File: config.mk
export PLATFORM = sky130hd
export DESIGN_NAME = xld_free_stack
export DESIGN_NICKNAME = d
export VERILOG_FILES = /design/src/sv/xld_pkg.sv /design/src/sv/xld_free_stack.sv
export SDC_FILE = /design/constraint.sdc
export NUM_CORES = 2
export LEC_CHECK = 0
export BUFFER_PORTS_ARGS = -buffer_cell sky130_fd_sc_hd__buf_2
export CORE_UTILIZATION = 63
export DETAILED_ROUTE_END_ITERATION = 10
export HOLD_SLACK_MARGIN = 0.1
export PLACE_DENSITY = 0.77
export SYNTH_ARGS = -nofsm -noshare
export SYNTH_HDL_FRONTEND = slang
export SYNTH_SLANG_ARGS = --single-unit
File: constraint.sdc
create_clock -name clk -period 2.8 [get_ports clk]
set_input_delay 0 -clock clk [delete_from_list [all_inputs] [get_ports clk]]
set_output_delay 0 -clock clk [all_outputs]
set_load 0.05 [all_outputs]
File: src/sv/xld_pkg.sv
// ----------------------------------------------------------------------------
// xld_pkg
// Shared types and codes for the xor-linked deque: command and result beats,
// operation and status codes, sequencer states and memory write controls.
// ----------------------------------------------------------------------------
package xld_pkg;

  // default sizing
  localparam int DEF_NODES      = 255;
  localparam int DEF_DATA_WIDTH = 32;

  // operation codes
  localparam logic [2:0] OP_PUSH_FRONT = 3'd0;
  localparam logic [2:0] OP_PUSH_BACK  = 3'd1;
  localparam logic [2:0] OP_POP_FRONT  = 3'd2;
  localparam logic [2:0] OP_POP_BACK   = 3'd3;
  localparam logic [2:0] OP_CLEAR      = 3'd4;

  // status codes
  localparam logic [1:0] ST_DONE  = 2'd0;
  localparam logic [1:0] ST_FULL  = 2'd1;
  localparam logic [1:0] ST_EMPTY = 2'd2;

  // command beat
  typedef struct packed {
    logic [2:0]         operation;
    logic signed [31:0] value;
  } xld_cmd_t;

  // result beat
  typedef struct packed {
    logic signed [31:0] front_value;
    logic signed [31:0] back_value;
    logic               is_empty;
    logic               is_full;
    logic [7:0]         element_count;
    logic [1:0]         status;
  } xld_result_t;

  // sequencer states
  typedef enum logic [2:0] {
    S_IDLE,
    S_PUSH,
    S_LINK,
    S_POP1,
    S_POP2
  } xld_state_t;

  // node memory write controls
  typedef struct packed {
    logic value_we;
    logic link_we;
  } xld_node_wr_t;

endpackage

File: src/sv/xld_free_stack.sv
// ----------------------------------------------------------------------------
// xld_free_stack
// Stack memory of released node indices; the top pointer lives in the
// sequencer, this holds the entries.
// ----------------------------------------------------------------------------
module xld_free_stack
  import xld_pkg::*;
#(
  parameter int NODES = DEF_NODES,
  localparam int IW   = $clog2(NODES + 1),
  localparam int FW   = $clog2(NODES)
) (
  input  logic          clk,
  input  logic          we,
  input  logic [FW-1:0] waddr,
  input  logic [IW-1:0] wdata,
  input  logic [FW-1:0] raddr,
  output logic [IW-1:0] rdata
);

  logic [IW-1:0] entries [0:NODES-1];

  // write and registered read
  always_ff @(posedge clk) begin
    if (we) begin
      entries[waddr] <= wdata;
    end
    rdata <= entries[raddr];
  end

endmodule

Word-level counts from Yosys, hierarchy flattened
Memory sizes are Yosys's and may differ from the RTL's. A register that Yosys moved wholly into a read port is not among the register bits.
Index checks and enable logic that the tools add are counted.
{"block": "totals", "ff_bits": 0, "mem_bits_rw": 2040, "in_bits": 26, "out_inout_bits": 8, "wordCells": 3, "n_memories": 1}
{"name": "entries", "depth": 255, "width": 8, "read_ports": 1, "rd_clocked_by_memory_dff": 1, "wr": 1, "line": "xld_free_stack.sv:21", "rtl": "logic [IW-1:0] entries [0:NODES-1];"}
{"block": "op_classes", "n_mux": 2}
{"cell": "$mux 1", "n": 2}

Depth between registers and ports, before layout
{"block": "logic_depth", "depth_word": 2, "mapped_depth": 14, "ltp_nobuf": 7}

Worst setup path after synthesis
No wires, ideal clock.
{"block": "synth_timing", "path_type": "input to register", "startpoint": "in raddr[0]", "endpoint": "reg rdata[2], read port of entries", "setup_ns": 0.127, "arrival_time_ns": 1.949, "required_time_ns": 2.673, "slack_ns": 0.724, "path_stages": 10, "path_buffers": 4, "path_cell_list": "buf_6 > buf_12 > buf_12 > buf_6 > mux4_1 > mux4_2 > a22oi_1 > nand2_1 > nor3_2 > o32ai_1"}
{"element": "start, declared", "line": "xld_free_stack.sv:17", "rtl": "input logic [FW-1:0] raddr,"}
{"element": "end, declared", "line": "xld_free_stack.sv:18", "rtl": "output logic [IW-1:0] rdata"}

==> metrics.txt <==
final WL=about 220000 um; first-pass GRT wire length=just over 300000 um; post-route cell area=about 93000 um2; crit path from=entries[214][0]$_DFFE_PP_; GRT Total Usage=0.337; non-filler cells, final=6321; total CTS buffers=194; initial antenna violation count=15; most common cell after layout, fill and taps aside=edfxtp_1; complex-gate fraction of the synthesized area=0.0295; fraction of synthesized cell area in xor and xnor cells=0; layout cells sized above 1=0.275; clock root cell=clkbuf_16; clk_lat worst skew=between 0.8 and 0.9 ns; initial DRC count=between 7000 and 8000; GP Congestion=0.960; kind of end point of the critical path=flip-flop; R2R Path Start=entries[214][0]$_DFFE_PP_; Synth cell types=67; PortBufs=33; DRC=0; vias in the first global route=43600; Initial Util=0.638; Synth Register Bits=2048; origin of the worst min-delay path=raddr[1]; Sink Count=2048; fmax=364 MHz; Mapped Cells=3910; CP required=3.55 ns; R2R Setup Slk=0.05 ns; I/O pin count=34; Fillers=a little under 7000; clk_skew=~0.038 ns; Slew Limit Fails=0; DR vias/cell=6.94; Min Hold Slack=0.135 ns; num rows=130; cell total after placement=5932; Max clock buf depth=3; EDFF count, synth=2040; Core Util, Final=0.733; fin nets=4532; Startpoint Class=flip-flop; Vias=roughly 44000; syn_area_per_cell=20.6 um2; Hold Path Class=in -> reg; Synthesis Warnings=0; most frequent cells in the layout=edfxtp_1 (2040), buf_4 (534), mux4_2 (382), nor2_1 (305), clkbuf_16 (195); CTS tree=done; final setup fails=0; post-synthesis mux area share=0.151; Reg clk slew, reported paths=0.06 ns; Critical Path Fanout Max=1; DR WL/cell=34.0 um; Pwr Density=682 nW/um2; die area=129000 um2; RSZ-0062 raised after global routing=no; Mapped Area=80500 um2; critical path type=reg -> reg; Placed Area=86000 um2; post-detail-place hpwl=135000 um; MaxCap Viol Count=0; # H-tree levels=4; die width=roughly 360 um; Post-synth ARST share=0; endpoints failing hold=0; prevailing post-synth register cell=edfxtp_1; Setup TNS=0 ns; Max VDD drop=approximately 0.00067 V; final period utilization=0.982; post-synthesis simple-gate area fraction=0.0336; fin crit period=2.75 ns; Synth Area in Adders=0; CP Data Arrival Time=3.50 ns; largest net degree at the start of global routing=114; Setup Buffers After CTS=0; Worst Max-Slew Pin Slew=0.951 ns; status=completed; Die Ht=between 300 and 400 um; largest family of logic cells by synthesized area=multiplexers; syn_nets=between 3000 and 4000; Final ANT Viol Nets=0; LEAKAGE=about 31 nW; DRT Pass-1 Iters=8; Slew headroom=0.366; core area=126000 um2; area delta synth->final=14.9%; share of the yosys chip area belonging to registers=0.763; Remaining Overflow, GRT=0
[cell usage after synthesis (5+ instances only)]
| cell type | count | area, um2 |
|---|---|---|
| mux2_2 | 8 | 90.1 |
| buf_4 | 17 | 128 |
| and2_1 | 10 | 62.6 |
| or4_1 | 5 | 37.5 |
| o21ai_0 | 28 | 140 |
| buf_2 | 49 | 245 |
| a21oi_1 | 68 | 340 |
| dfxtp_1 | 8 | 160 |
| mux2i_1 | 191 | 1910 |
| o221ai_1 | 60 | 526 |
| nand2b_1 | 6 | 37.5 |
| buf_6 | 33 | 372 |
| nand2_1 | 161 | 604 |
| nand3_1 | 52 | 260 |
| and3_1 | 16 | 100 |
| clkbuf_8 | 5 | 68.8 |
| buf_1 | 11 | 41.3 |
| or3_1 | 5 | 31.3 |
| clkbuf_4 | 10 | 75.1 |
| nor3_1 | 22 | 110 |
| nand4_1 | 14 | 87.6 |
| buf_8 | 30 | 450 |
| nor2_1 | 305 | 1140 |
| o22ai_1 | 57 | 357 |
| nor4_1 | 6 | 37.5 |
| o211ai_1 | 11 | 82.6 |
| a2111oi_0 | 12 | 105 |
| a22oi_1 | 25 | 188 |
| mux4_1 | 60 | 1580 |
| edfxtp_1 | 2040 | 61300 |
| a211oi_1 | 14 | 105 |
| clkbuf_1 | 83 | 312 |
| a31oi_1 | 18 | 113 |
| mux4_2 | 382 | 8600 |
| nor2b_1 | 20 | 125 |
[what timing repair did]
item | CTS | global route
endpoints found under the hold margin | 2165 | 0
gates resized for setup | 0 | 4
hold buffers | 28 | 0
endpoints found under the setup margin | 0 | 1
[where the power goes]
group	internal [mW]	switching, mW
clock	14.3	11.3
combinational	1.33	2.33
sequential	33.8	0.0609
[path summary, 6_finish.rpt]
path                      endpoint  cells past startpoint
setup / recovery  rdata[0]$_DFF_P_                      7
hold reg to reg   rdata[4]$_DFF_P_                      5
setup reg to reg  rdata[0]$_DFF_P_                      7
hold / removal    rdata[3]$_DFF_P_                      6
[state kept, by name, summed over array words and instances, names as in the netlist]
register	flops
rdata	8
entries	2040
[worst max-delay path, cell delays in order (launching register included)]
cell and delay [ns]:
edfxtp_1 0.37, mux4_1 0.51, mux4_2 0.55, a22o_4 0.28, nor3_4 0.10, buf_4 0.17
o32ai_1 0.09, dlygate4sd3_1 0.57
[cells by family after synthesis]
group                  Yosys count
multiplexers                   641
AO/OA/AOI/OAI                  341
AND/OR/NAND/NOR                631
buffers and inverters          249
flip-flops                    2048
[stage by stage]
stage	worst slack (ns)	power [mW]
2_1_floorplan	0.724	36.3
3_3_place_gp	-0.197	37.9
3_5_place_dp	-0.206	38.0
4_1_cts	0.0752	63.1
5_1_grt	0.0283	64.4
6_report	0.0490	63.1
[routing by layer]
metal / vias to the layer above / routed length, um / track usage
li1: 17500 / - / -
met1: 22300 / 73300 / 0.450
met2: 3484 / 101000 / 0.522
met3: 610 / 28100 / 0.0872
met4: 18 / 12200 / 0.171
met5: - / 115 / 0
[area by class of cell]
type                            count  area [um2]  share of cell area
Antenna cell                        3        7.51           0.0000811
Clock buffer                      238        5060              0.0547
Clock inverter                    120        1100              0.0119
Inverter                            6        27.5            0.000298
Multi-Input combinational cell   1613       17300               0.187
Sequential cell                  2048       61400               0.664
Tap cell                         1650        2060              0.0223
Timing Repair Buffer              643        5530              0.0598
Power figures use the tool's default switching activity.
